File: config.mk
export PLATFORM = sky130hd
export DESIGN_NAME = keyed_entry_table_flat
export DESIGN_NICKNAME = d
export VERILOG_FILES = /design/src/ket_pkg.sv /design/src/ket_item_if.sv /design/src/ket_result_if.sv /design/src/ket_cfg_if.sv /design/src/keyed_entry_table.sv /design/src/ket_ram.sv /design/src/flat_wrapper.sv
export VERILOG_INCLUDE_DIRS = /design/src /design/src/src
export SDC_FILE = /design/constraint.sdc
export NUM_CORES = 2
export LEC_CHECK = 0
export CAP_MARGIN = 0
export CORE_UTILIZATION = 54
export CTS_CLUSTER_DIAMETER = 60
export DETAILED_ROUTE_END_ITERATION = 16
export DONT_BUFFER_PORTS = 1
export GPL_ROUTABILITY_DRIVEN = 0
export PLACE_DENSITY = 0.71
export SYNTH_ARGS = -nofsm -noshare
export SYNTH_HDL_FRONTEND = slang
export SYNTH_SLANG_ARGS = --single-unit
File: constraint.sdc
create_clock -name i_clk -period 16.6 [get_ports i_clk]
set_input_delay 1.66 -clock i_clk [delete_from_list [all_inputs] [get_ports i_clk]]
set_output_delay 1.66 -clock i_clk [all_outputs]
set_load 0.02 [all_outputs]
File: src/assert_macros.svh
// ----------------------------------------------------------------------------
// assert_macros.svh
// Concurrent assertion helpers, sampled on the rising clock edge and
// disabled while reset is asserted.
// ----------------------------------------------------------------------------
`ifndef ASSERT_MACROS_SVH
`define ASSERT_MACROS_SVH

// Same-cycle implication.
`define ASSERT_IMPLIES(label, clk, rst_n, ante, cons) \
    label: assert property (@(posedge clk) disable iff (!rst_n) (ante) |-> (cons)) \
        else $error("assertion failed: same-cycle implication");

// Next-cycle implication.
`define ASSERT_NEXT(label, clk, rst_n, ante, cons) \
    label: assert property (@(posedge clk) disable iff (!rst_n) (ante) |=> (cons)) \
        else $error("assertion failed: next-cycle implication");

`endif

File: src/ket_pkg.sv
// ----------------------------------------------------------------------------
// ket_pkg
// Shared widths, codes and state type for the keyed entry table.
// ----------------------------------------------------------------------------
package ket_pkg;

    localparam int DEPTH   = 64;
    localparam int ADDR_W  = $clog2(DEPTH);
    localparam int CNT_W   = $clog2(DEPTH + 1);
    localparam int KEY_W   = 31;
    localparam int VALUE_W = 32;
    localparam int CAP_W   = 7;
    localparam int OP_W    = 2;
    localparam int STAT_W  = 3;

    localparam logic [CAP_W-1:0] CAP_RESET = 7'd64;

    typedef enum logic [OP_W-1:0] {
        OP_ADD    = 2'd0,
        OP_DELETE = 2'd1,
        OP_UPDATE = 2'd2,
        OP_GET    = 2'd3
    } t_op;

    typedef enum logic [STAT_W-1:0] {
        STATUS_OK        = 3'd0,
        STATUS_FULL      = 3'd1,
        STATUS_DUP       = 3'd2,
        STATUS_NOT_FOUND = 3'd3,
        STATUS_ZERO_KEY  = 3'd4
    } t_status;

    typedef enum logic [1:0] {
        ST_IDLE  = 2'd0,
        ST_SCAN  = 2'd1,
        ST_WRITE = 2'd2
    } t_state;

endpackage

File: src/ket_item_if.sv
// ----------------------------------------------------------------------------
// ket_item_if
// Request channel: one operation per transaction.
// ----------------------------------------------------------------------------
interface ket_item_if;
    logic                         valid;
    logic                         ready;
    logic [ket_pkg::OP_W-1:0]     operation;
    logic [ket_pkg::KEY_W-1:0]    key;
    logic [ket_pkg::KEY_W-1:0]    new_key;
    logic [ket_pkg::VALUE_W-1:0]  value;

    modport source (output valid, output operation, output key, output new_key,
                    output value, input ready);
    modport sink   (input valid, input operation, input key, input new_key,
                    input value, output ready);
endinterface

File: src/ket_result_if.sv
// ----------------------------------------------------------------------------
// ket_result_if
// Response channel: one result per request transaction.
// ----------------------------------------------------------------------------
interface ket_result_if;
    logic                         valid;
    logic                         ready;
    logic [ket_pkg::STAT_W-1:0]   status;
    logic [ket_pkg::KEY_W-1:0]    found_key;
    logic [ket_pkg::VALUE_W-1:0]  found_value;
    logic [ket_pkg::CAP_W-1:0]    entry_total;

    modport source (output valid, output status, output found_key,
                    output found_value, output entry_total, input ready);
    modport sink   (input valid, input status, input found_key,
                    input found_value, input entry_total, output ready);
endinterface

File: src/ket_cfg_if.sv
// ----------------------------------------------------------------------------
// ket_cfg_if
// Capacity register write channel.
// ----------------------------------------------------------------------------
interface ket_cfg_if;
    logic                       valid;
    logic                       ready;
    logic [ket_pkg::CAP_W-1:0]  data;

    modport source (output valid, output data, input ready);
    modport sink   (input valid, input data, output ready);
endinterface

File: src/keyed_entry_table.sv
// ----------------------------------------------------------------------------
// keyed_entry_table
// Fixed-capacity key/value table. Keys and values live in two RAMs; slot
// occupancy lives in flip-flops. Each request scans the active slots once,
// then writes back and loads the response register.
//
//   channel   dir  handshake            payload
//   i_item    in   valid/ready          operation, key, new_key, value
//   o_result  out  valid/ready          status, found_key, found_value,
//                                       entry_total
//   i_cfg     in   valid/ready          data (capacity)
//
// A request goes through N reads, N being the active slot count, capacity
// capped at 64, then read latency, scan close and write-back. The next
// request is accepted only after write-back, once the block is back in idle.
// Synchronous active-low reset empties the table and sets capacity to 64;
// a capacity write also empties it. A stalled response holds in the
// output register; the next request is accepted and then waits in write-back.
// ----------------------------------------------------------------------------
module keyed_entry_table (
    input  logic           i_clk,
    input  logic           i_rst_n,
    ket_item_if.sink       i_item,
    ket_result_if.source   o_result,
    ket_cfg_if.sink        i_cfg
);

    ket_pkg::t_state                  r_state, n_state;
    logic [ket_pkg::CAP_W-1:0]        r_cap;
    logic [ket_pkg::CNT_W-1:0]        r_count, n_count;
    logic [ket_pkg::DEPTH-1:0]        r_occ;

    ket_pkg::t_op                     r_op;
    logic [ket_pkg::KEY_W-1:0]        r_key;
    logic [ket_pkg::KEY_W-1:0]        r_new_key;
    logic [ket_pkg::VALUE_W-1:0]      r_value;

    logic [ket_pkg::CNT_W-1:0]        r_rd_idx;
    logic                             r_chk_vld;
    logic [ket_pkg::ADDR_W-1:0]       r_chk_idx;
    logic                             r_chk_occ;

    logic                             r_key_hit;
    logic [ket_pkg::ADDR_W-1:0]       r_key_slot;
    logic [ket_pkg::VALUE_W-1:0]      r_found_val;
    logic                             r_new_hit;
    logic                             r_free_hit;
    logic [ket_pkg::ADDR_W-1:0]       r_free_slot;

    logic                             r_out_valid;
    ket_pkg::t_status                 r_out_status;
    logic [ket_pkg::KEY_W-1:0]        r_out_fkey;
    logic [ket_pkg::VALUE_W-1:0]      r_out_fval;
    logic [ket_pkg::CNT_W-1:0]        r_out_total;

    logic [ket_pkg::CNT_W-1:0]        active;
    logic                             item_ready;
    logic                             accept;
    logic                             rd_en;
    logic                             scan_done;
    logic                             load;
    logic                             cfg_wr;

    logic [ket_pkg::KEY_W-1:0]        rd_key;
    logic [ket_pkg::VALUE_W-1:0]      rd_val;
    logic                             match_key;
    logic                             match_new;

    ket_pkg::t_status                 status;
    logic                             wr_en;
    logic [ket_pkg::ADDR_W-1:0]       wr_addr;
    logic [ket_pkg::KEY_W-1:0]        wr_key;
    logic                             occ_set;
    logic                             occ_clr;
    logic [ket_pkg::KEY_W-1:0]        fkey;
    logic [ket_pkg::VALUE_W-1:0]      fval;

    assign active = (int'(r_cap) > ket_pkg::DEPTH) ? ket_pkg::CNT_W'(ket_pkg::DEPTH)
                                                   : ket_pkg::CNT_W'(r_cap);

    // Next state
    always_comb begin
        n_state = r_state;
        unique case (r_state)
            ket_pkg::ST_IDLE: begin
                if (accept) begin
                    n_state = ket_pkg::ST_SCAN;
                end
            end
            ket_pkg::ST_SCAN: begin
                if (scan_done) begin
                    n_state = ket_pkg::ST_WRITE;
                end
            end
            ket_pkg::ST_WRITE: begin
                if (load) begin
                    n_state = ket_pkg::ST_IDLE;
                end
            end
            default: n_state = ket_pkg::ST_IDLE;
        endcase
    end

    // State outputs
    always_comb begin
        item_ready = 1'b0;
        rd_en      = 1'b0;
        scan_done  = 1'b0;
        load       = 1'b0;
        unique case (r_state)
            ket_pkg::ST_IDLE: begin
                item_ready = 1'b1;
            end
            ket_pkg::ST_SCAN: begin
                rd_en     = (r_rd_idx < active);
                scan_done = (r_rd_idx >= active) && !r_chk_vld;
            end
            ket_pkg::ST_WRITE: begin
                load = !r_out_valid || o_result.ready;
            end
            default: begin
                item_ready = 1'b0;
            end
        endcase
    end

    assign i_item.ready = item_ready;
    assign accept       = i_item.valid && item_ready;
    assign i_cfg.ready  = 1'b1;
    assign cfg_wr       = i_cfg.valid;

    ket_ram #(.WIDTH(ket_pkg::KEY_W), .DEPTH(ket_pkg::DEPTH)) u_key_ram (
        .i_clk     (i_clk),
        .i_wr_en   (wr_en),
        .i_wr_addr (wr_addr),
        .i_wr_data (wr_key),
        .i_rd_en   (rd_en),
        .i_rd_addr (r_rd_idx[ket_pkg::ADDR_W-1:0]),
        .o_rd_data (rd_key)
    );

    ket_ram #(.WIDTH(ket_pkg::VALUE_W), .DEPTH(ket_pkg::DEPTH)) u_value_ram (
        .i_clk     (i_clk),
        .i_wr_en   (wr_en),
        .i_wr_addr (wr_addr),
        .i_wr_data (r_value),
        .i_rd_en   (rd_en),
        .i_rd_addr (r_rd_idx[ket_pkg::ADDR_W-1:0]),
        .o_rd_data (rd_val)
    );

    assign match_key = r_chk_vld && r_chk_occ && (rd_key == r_key);
    assign match_new = r_chk_vld && r_chk_occ && (rd_key == r_new_key);

    // Write-back decision
    always_comb begin
        status  = ket_pkg::STATUS_OK;
        wr_en   = 1'b0;
        wr_addr = r_key_slot;
        wr_key  = r_new_key;
        occ_set = 1'b0;
        occ_clr = 1'b0;
        fkey    = '0;
        fval    = '0;
        n_count = r_count;
        priority if (r_key == '0 ||
                     (r_op == ket_pkg::OP_UPDATE && r_new_key == '0)) begin
            status = ket_pkg::STATUS_ZERO_KEY;
        end else begin
            unique case (r_op)
                ket_pkg::OP_ADD: begin
                    priority if (r_count >= active) begin
                        status = ket_pkg::STATUS_FULL;
                    end else if (r_key_hit) begin
                        status = ket_pkg::STATUS_DUP;
                    end else if (!r_free_hit) begin
                        status = ket_pkg::STATUS_FULL;
                    end else begin
                        wr_en   = 1'b1;
                        wr_addr = r_free_slot;
                        wr_key  = r_key;
                        occ_set = 1'b1;
                        n_count = r_count + 1'b1;
                    end
                end
                ket_pkg::OP_DELETE: begin
                    if (!r_key_hit) begin
                        status = ket_pkg::STATUS_NOT_FOUND;
                    end else begin
                        occ_clr = 1'b1;
                        if (r_count != '0) begin
                            n_count = r_count - 1'b1;
                        end
                    end
                end
                ket_pkg::OP_UPDATE: begin
                    priority if (r_new_hit) begin
                        status = ket_pkg::STATUS_DUP;
                    end else if (!r_key_hit) begin
                        status = ket_pkg::STATUS_NOT_FOUND;
                    end else begin
                        wr_en = 1'b1;
                    end
                end
                ket_pkg::OP_GET: begin
                    if (!r_key_hit) begin
                        status = ket_pkg::STATUS_NOT_FOUND;
                    end else begin
                        fkey = r_key;
                        fval = r_found_val;
                    end
                end
                default: status = ket_pkg::STATUS_NOT_FOUND;
            endcase
        end
        if (!load) begin
            wr_en   = 1'b0;
            occ_set = 1'b0;
            occ_clr = 1'b0;
            n_count = r_count;
        end
    end

    always_ff @(posedge i_clk) begin
        if (!i_rst_n) begin
            r_state     <= ket_pkg::ST_IDLE;
            r_cap       <= ket_pkg::CAP_RESET;
            r_count     <= '0;
            r_occ       <= '0;
            r_chk_vld   <= 1'b0;
            r_out_valid <= 1'b0;
            r_key_hit   <= 1'b0;
            r_new_hit   <= 1'b0;
            r_free_hit  <= 1'b0;
            r_rd_idx    <= '0;
        end else begin
            r_state   <= n_state;
            r_chk_vld <= rd_en;

            if (accept) begin
                r_op       <= ket_pkg::t_op'(i_item.operation);
                r_key      <= i_item.key;
                r_new_key  <= i_item.new_key;
                r_value    <= i_item.value;
                r_rd_idx   <= '0;
                r_key_hit  <= 1'b0;
                r_new_hit  <= 1'b0;
                r_free_hit <= 1'b0;
            end

            if (rd_en) begin
                r_rd_idx  <= r_rd_idx + 1'b1;
                r_chk_idx <= r_rd_idx[ket_pkg::ADDR_W-1:0];
                r_chk_occ <= r_occ[r_rd_idx[ket_pkg::ADDR_W-1:0]];
            end

            // Keep the lowest key-match slot and the lowest free slot
            if (match_key && !r_key_hit) begin
                r_key_hit   <= 1'b1;
                r_key_slot  <= r_chk_idx;
                r_found_val <= rd_val;
            end
            if (match_new && !(match_key && !r_key_hit)) begin
                r_new_hit <= 1'b1;
            end
            if (r_chk_vld && !r_chk_occ && !r_free_hit) begin
                r_free_hit  <= 1'b1;
                r_free_slot <= r_chk_idx;
            end

            // Capacity write empties the table
            if (cfg_wr) begin
                r_cap   <= i_cfg.data;
                r_occ   <= '0;
                r_count <= '0;
            end else begin
                r_count <= n_count;
                if (occ_set) begin
                    r_occ[wr_addr] <= 1'b1;
                end else if (occ_clr) begin
                    r_occ[r_key_slot] <= 1'b0;
                end
            end

            if (load) begin
                r_out_valid  <= 1'b1;
                r_out_status <= status;
                r_out_fkey   <= fkey;
                r_out_fval   <= fval;
                r_out_total  <= n_count;
            end else if (o_result.ready) begin
                r_out_valid <= 1'b0;
            end
        end
    end

    assign o_result.valid       = r_out_valid;
    assign o_result.status      = r_out_status;
    assign o_result.found_key   = r_out_fkey;
    assign o_result.found_value = r_out_fval;
    assign o_result.entry_total = ket_pkg::CAP_W'(r_out_total);

`include "assert_macros.svh"

    `ASSERT_IMPLIES(a_count_matches_occ, i_clk, i_rst_n, 1'b1, $countones(r_occ) == int'(r_count))
    `ASSERT_IMPLIES(a_no_read_in_idle, i_clk, i_rst_n, r_state == ket_pkg::ST_IDLE, !r_chk_vld)
    `ASSERT_NEXT(a_load_sets_out, i_clk, i_rst_n, load, r_out_valid && r_state == ket_pkg::ST_IDLE)

endmodule

File: src/ket_ram.sv
// ----------------------------------------------------------------------------
// ket_ram
// Simple dual-port RAM: one write port, one read port, registered read.
// ----------------------------------------------------------------------------
module ket_ram #(
    parameter int WIDTH = 32,
    parameter int DEPTH = 64
) (
    input  logic                     i_clk,
    input  logic                     i_wr_en,
    input  logic [$clog2(DEPTH)-1:0] i_wr_addr,
    input  logic [WIDTH-1:0]         i_wr_data,
    input  logic                     i_rd_en,
    input  logic [$clog2(DEPTH)-1:0] i_rd_addr,
    output logic [WIDTH-1:0]         o_rd_data
);

    logic [WIDTH-1:0] r_mem [DEPTH];
    logic [WIDTH-1:0] r_rd_data;

    always_ff @(posedge i_clk) begin
        if (i_wr_en) begin
            r_mem[i_wr_addr] <= i_wr_data;
        end
        if (i_rd_en) begin
            r_rd_data <= r_mem[i_rd_addr];
        end
    end

    assign o_rd_data = r_rd_data;

endmodule

File: src/flat_wrapper.sv
// flat-port wrapper written by rule: the top's interface ports become plain ports
module keyed_entry_table_flat 
  (i_clk, i_rst_n, i_item_valid, i_item_operation, i_item_key, i_item_new_key, i_item_value, i_item_ready, o_result_valid, o_result_status, o_result_found_key, o_result_found_value, o_result_entry_total, o_result_ready, i_cfg_valid, i_cfg_data, i_cfg_ready);
  ket_item_if i_item_i ();
  ket_result_if o_result_i ();
  ket_cfg_if i_cfg_i ();
  input  logic i_clk;
  input  logic i_rst_n;
  input wire logic [$bits(i_item_i.valid)-1:0] i_item_valid;
  input wire logic [$bits(i_item_i.operation)-1:0] i_item_operation;
  input wire logic [$bits(i_item_i.key)-1:0] i_item_key;
  input wire logic [$bits(i_item_i.new_key)-1:0] i_item_new_key;
  input wire logic [$bits(i_item_i.value)-1:0] i_item_value;
  output wire logic [$bits(i_item_i.ready)-1:0] i_item_ready;
  output wire logic [$bits(o_result_i.valid)-1:0] o_result_valid;
  output wire logic [$bits(o_result_i.status)-1:0] o_result_status;
  output wire logic [$bits(o_result_i.found_key)-1:0] o_result_found_key;
  output wire logic [$bits(o_result_i.found_value)-1:0] o_result_found_value;
  output wire logic [$bits(o_result_i.entry_total)-1:0] o_result_entry_total;
  input wire logic [$bits(o_result_i.ready)-1:0] o_result_ready;
  input wire logic [$bits(i_cfg_i.valid)-1:0] i_cfg_valid;
  input wire logic [$bits(i_cfg_i.data)-1:0] i_cfg_data;
  output wire logic [$bits(i_cfg_i.ready)-1:0] i_cfg_ready;
  assign i_item_i.valid = i_item_valid;
  assign i_item_i.operation = i_item_operation;
  assign i_item_i.key = i_item_key;
  assign i_item_i.new_key = i_item_new_key;
  assign i_item_i.value = i_item_value;
  assign i_item_ready = i_item_i.ready;
  assign o_result_valid = o_result_i.valid;
  assign o_result_status = o_result_i.status;
  assign o_result_found_key = o_result_i.found_key;
  assign o_result_found_value = o_result_i.found_value;
  assign o_result_entry_total = o_result_i.entry_total;
  assign o_result_i.ready = o_result_ready;
  assign i_cfg_i.valid = i_cfg_valid;
  assign i_cfg_i.data = i_cfg_data;
  assign i_cfg_ready = i_cfg_i.ready;
  keyed_entry_table u_core (.i_clk(i_clk), .i_rst_n(i_rst_n), .i_item(i_item_i), .o_result(o_result_i), .i_cfg(i_cfg_i));
endmodule
## Word level (Yosys, flattened, before mapping)

Memories as Yosys holds them, arrays and structs flattened. A register that Yosys moved wholly into a read port is not among the register bits.
Cells that the tools add are included.

- Bits of input ports: 108
- Word-level logic and storage cells: 158
- Memories: 2
- Bits in writable memories: 4032
- Register bits after elaboration: 312
- Output and inout port bits: 76

- $lt $le $gt $ge: 9
- Reduce and logical (&&, ||, !) cells: 40
- Bitwise operators: 6
- Equal/unequal tests: 10
- Add/subtract/negate cells: 3
- Multiplexer cells: 65

Memories:

| memory | words | bits a word | read ports | clocked after Yosys merged registers in | write ports | line | text |
|---|---|---|---|---|---|---|---|
| u_core.u_value_ram.r_mem | 64 | 32 | 1 | 1 | 1 | ket_ram.sv:18 | `logic [WIDTH-1:0] r_mem [DEPTH];` |
| u_core.u_key_ram.r_mem | 64 | 31 | 1 | 1 | 1 | ket_ram.sv:18 |  |

Operator list:

| operator | count |
|---|---|
| 31-bit 2-to-1 mux | 5 |
| 64-bit 2-to-1 mux | 2 |
| 7-bit 2-to-1 mux | 10 |
| 64-bit AND | 1 |
| 64-bit inverter | 1 |
| 64-bit OR | 1 |
| 31-bit equality test | 2 |
| 31-bit logical NOT | 2 |
| 6-bit 2-to-1 mux | 5 |
| 1-bit 2-to-1 mux | 29 |
| 6-bit by 7-bit < comparator with 1-bit output (second input constant) | 3 |
| 7-bit by 1-bit adder with 7-bit output (second input constant) | 2 |
| 7-bit greater-or-equal comparator | 2 |
| 7-bit case mux with 2 select lines | 1 |
| 1-bit demux with 6-bit select | 2 |
| 6-bit by 1-bit greater-or-equal comparator with 1-bit output (second input constant) | 2 |
| 1-bit logical AND | 12 |
| 2-bit nonzero test | 6 |
| 2-bit AND reduction | 5 |
| 3-bit 2-to-1 mux | 3 |
| 3-bit case mux with 3 select lines | 1 |
| 2-bit 2-to-1 mux | 4 |
| 7-bit > comparator (second input constant) | 1 |
| 7-bit < comparator | 1 |
| other kinds (15) | 30 |

## Depth between registers and ports, before layout

- Depth in word-level cells: 12
- Depth in mapped cells: 13
- Depth with buffers taken out: 10

## Modules after synthesis

From an unflattened synthesis, not the netlist that was laid out.

- Cell total of the unflattened synthesis: 7803
- Area, all modules: 169221.0 um2

By module, submodules not included:

| module | cells each | sequential area each (um2) | area an instance (um2) | instances |
|---|---|---|---|---|
| ket_ram at u_core.u_value_ram | 3324 | 62459.9 | 78835.6 | 1 |
| ket_ram at u_core.u_key_ram | 3417 | 60508.0 | 76617.2 | 1 |
| keyed_entry_table | 1062 | 8448.1 | 13768.2 | 1 |

## Least setup slack after synthesis

No wires, ideal clock.

- Kind: input port to flip-flop
- Start point: input i_rst_n
- End point: register u_core.r_out_total (netlist bit u_core.o_result.entry_total[0]) (enable)
- Cell stages on the path: 3
- Setup time: 594 ps
- Slack: 9106 ps
- Path buffers: 1
- Data required time: 16006 ps
- Data arrival time: 6900 ps
- Cells stage by stage: inv_1 -> clkbuf_1 -> nor3_1

- Longest elaborated chain between the ends: 1

Ends and longest elaborated chain:

| element | line | text |
|---|---|---|
| from (decl) | flat_wrapper.sv:8 | `input logic i_rst_n;` |
| 2-bit AND reduction (no source line) | -- |  |
| to (signal assigned) | keyed_entry_table.sv:290 | `r_out_total <= n_count;` |
| to (decl) | keyed_entry_table.sv:54 | `logic [ket_pkg::CNT_W-1:0] r_out_total;` |

No other way between the ends.
A chain may end at the register's enable or synchronous reset.

## Worst setup path after layout

- Start point: register u_core.r_rd_idx[0] (netlist bit)
- End point: register u_core.u_value_ram.r_rd_data[22] (netlist: u_core.u_value_ram.o_rd_data[22]) (read register of u_core.u_value_ram.r_mem) (data pin)

- Longest elaborated chain between the ends: 2

Ends and longest elaborated chain:

| element | line | text |
|---|---|---|
| from (decl) | keyed_entry_table.sv:38 | `logic [ket_pkg::CNT_W-1:0] r_rd_idx;` |
| from (signal assigned) | keyed_entry_table.sv:252 | `r_rd_idx <= r_rd_idx + 1'b1;` |
| 7-bit < comparator | keyed_entry_table.sv:115 | `rd_en = (r_rd_idx < active);` |
| 1-bit 2-to-1 mux | keyed_entry_table.sv:110 | `unique case (r_state)` |
| to (decl) | ket_ram.sv:19 | `logic [WIDTH-1:0] r_rd_data;` |

Parallel ways exist; a longest one is shown, timed or not.

==> metrics <==
outcome=finished clean; PnR worst setup slack=about 11 ns; FFs w/ async S/R, synth=0%; pwr dens=between 100 and 150 nW/um^2; hold path start=u_core.r_chk_idx[3]; Min-Delay Path Class=flop to flop; commonest non-fill, non-tap cell in the layout=edfxtp_1; Hold EP=u_core.r_free_slot[3]; multi-input logic area=35500 sq um; Pins Over Slew Limit=0; PortBufs=0; Synth warnings=0; worst slew pin tran=1.43 ns; pre-CTS WS=10.44 ns; sequential fraction of design power=between 50% and 60%; Nets=7433; CP bufs+invs=4; number of global-route vias before repair=80700; Sink Count=4407; initial antenna violation count=45; final worst-path cycle share=35.6%; reg2reg path depth=8; kind of critical path=flop to flop; drt total wl=456 mm; Die ar.=roughly 310000 sq um; Via density=6.96; Final ANT Viol Nets=0; row cnt=204; cell family with most CP delay=buffers and inverters; H-tree depth=5; root buffer cell=clkbuf_16; gr usage total=29.1%; Top FF cell, synth=edfxtp_1; Slew headroom=4.08%; Overflow after GRT=0; CTS tree=built; total negative slack=0 ns; crit path time final=5.91 ns; initial core utilization=54.4%; critical path cell sequence=buf_12 -> buf_12 -> buf_4 -> buf_4 -> mux4_2 -> mux4_2 -> a22oi_1 -> nand2_1; Core Util, Final=60.8%; RSZ-0062 raised after global routing=no; CTS resizes=0; largest net degree at the start of global routing=142; Seq/Total Area, Yosys=78.2%; ranking of synthesized cells by area=edfxtp_1, mux4_2, dfxtp_1, a22oi_1, clkbuf_1; maximum VDD drop=~0.10 mV; Reg2Reg Capture Point=u_core.u_value_ram.o_rd_data[22]; number of synthesized flops with an enable pin=4315; clock buffer depth=4; delay of the slowest cell on the worst path=0.95 ns; Core Box Area=309000 sq um; Die W=~560 um; Worst EP required=17.33 ns; Leak=between 50 and 60 nW; cell count after synthesis=6987; crit path DAT=6.65 ns; final HPWL from detailed placement=240 mm; Fin. Hold Viols=0; CTS hold repair buffers=0; Final Non-Filler Cells=11800; Internal=about 18 mW; Switching Fraction=a little over a fifth; I/O pins=184; Max Fclk=169 MHz; total CTS buffers=434; post-synth top area cell=edfxtp_1; Die Y=560 um; DRC viols=0; largest fanout on the critical path=99; total nets after synthesis=7113; Clock Power Share=42.0%; Post-CTS Setup Inserts=0; DRT iter0 DRCs=around 14000; Distinct cells, synth=71; detailed-route wire length per cell=between 30 and 40 um; register area=131000 sq um; Final Skew=0.0691 ns; Pre-Repair DR Iteration Count=6; area grow syn2layout=11.9%; Clk pin slew, worst setup/hold paths=0.07 ns; FF-to-FF setup slack=between 10 and 15 ns; final number of setup-violating endpoints=0; syn_area_per_cell=24.1 sq um; post-synthesis register bit count=4407; Yosys top cell area share=77.1%; Cells after DPL=11000; Combinational Power Share=4.3%; FF-to-FF Start=u_core.r_rd_idx[0]; Skew-Pair Late Insertion Delay=slightly above 1 ns; most frequent cells in the layout=edfxtp_1, mux4_2, clkbuf_16; Netlist Area Pre-Place=~170000 sq um; first-pass GRT wire length=approximately 630 mm; Max-cap violations=0; Hold Path Stages=0; Startpoint Class=flop; fillcell total=a little over 20000; share of cells above drive strength 1=29.8%; routed via count=82200; crit path capture type=flop; NetSw=between 4 and 5 mW; Slowest-stage cell, CP=buf_4
## how the worst max path moves through the flow
stage	start	to	slack [ns]	depth (start not counted)
floorplan	i_rst_n	u_core.o_result.entry_total[0]	9.11	3
global placement	u_core.r_rd_idx[0]	u_core.u_key_ram.o_rd_data[30]	10.44	8
detailed placement	u_core.r_rd_idx[0]	u_core.u_value_ram.o_rd_data[22]	10.44	8
CTS	u_core.r_rd_idx[0]	u_core.u_value_ram.o_rd_data[22]	10.47	8
global route	u_core.r_rd_idx[0]	u_core.u_value_ram.o_rd_data[22]	10.17	8
finish	u_core.r_rd_idx[0]	u_core.u_value_ram.o_rd_data[22]	10.69	8
## routing by layer
| metal | vias up | global-route usage (%) | part of all wire (%) | routed length, um |
|---|---|---|---|---|
| met5 | - | 0 | 0.022 | 102 |
| met4 | 16 | 10.4 | 3.8 | 17500 |
| met3 | 956 | 6.98 | 13 | 57100 |
| met2 | 6164 | 44.9 | 47 | 215000 |
| met1 | 44100 | 40.9 | 37 | 167000 |
| li1 | 31000 | - | - | - |
## cells in the mapped netlist (31+ instances only)
cell type / instances
xnor2_1: 55
nor3_1: 67
clkbuf_1: 214
dfxtp_1: 92
o211ai_1: 69
nor2_1: 60
buf_2: 123
mux2_2: 31
and2_1: 67
a22oi_1: 128
o31ai_1: 64
mux4_2: 1280
edfxtp_1: 4315
nand2_1: 108
## per-stage QoR
stage	cell area (sq um)	total power, mW	hold slack, ns
2_1_floorplan	168000	13.2	0.400
3_3_place_gp	174000	13.5	0.419
6_report	188000	22.9	0.438
3_5_place_dp	174000	13.5	0.417
5_1_grt	188000	23.5	0.446
4_1_cts	188000	23.0	0.426
## state kept, by name, summed over array words and instances, names as in the netlist, 32 cells and up
name and count:
u_core.r_occ 64, u_core.u_key_ram.r_mem 1984, u_core.r_value 32, u_core.u_value_ram.r_mem 2048, u_core.u_value_ram.o_rd_data 32, u_core.r_found_val 32, u_core.o_result.found_value 32
## logic make-up after synthesis
logic type               synth area share [%]
AO/OA/AOI/OAI                            1.67
XOR/XNOR                                0.328
adder cells (fa/ha/maj)                 0.134
buffers and inverters                    1.01
flip-flops                               78.2
multiplexers                             17.4
other                                 0.00223
AND/OR/NAND/NOR                          1.29
## power groups by stage
stage / registers (mW) / clock network (mW) / logic [mW]
3_3_place_gp: 12.5 / 0 / 0.976
2_1_floorplan: 12.5 / 0 / 0.702
3_5_place_dp: 12.5 / 0 / 0.998
5_1_grt: 12.3 / 10.1 / 1.05
4_1_cts: 12.3 / 9.69 / 1.00
6_report: 12.3 / 9.62 / 0.995
## worst reg2reg max path, cell delays in order, from the launching register on
cell     delay, ns
dfxtp_4       0.71
buf_12        0.61
buf_12        0.91
buf_4         1.04
buf_4         0.86
mux4_2        0.62
mux4_2        0.49
a22oi_1       0.31
nand2_1       0.14
## area by class of cell
class,instances,area share (%)
sequential,4407,69.8
inverter,17,0.0352
multi-input combinational,2187,18.8
antenna,18,0.0239
clock inverter,273,1.41
tap,4120,2.74
timing repair buffer,260,1.11
clock buffer,522,6.00
No activity file was read; power rests on OpenSTA's default activity.
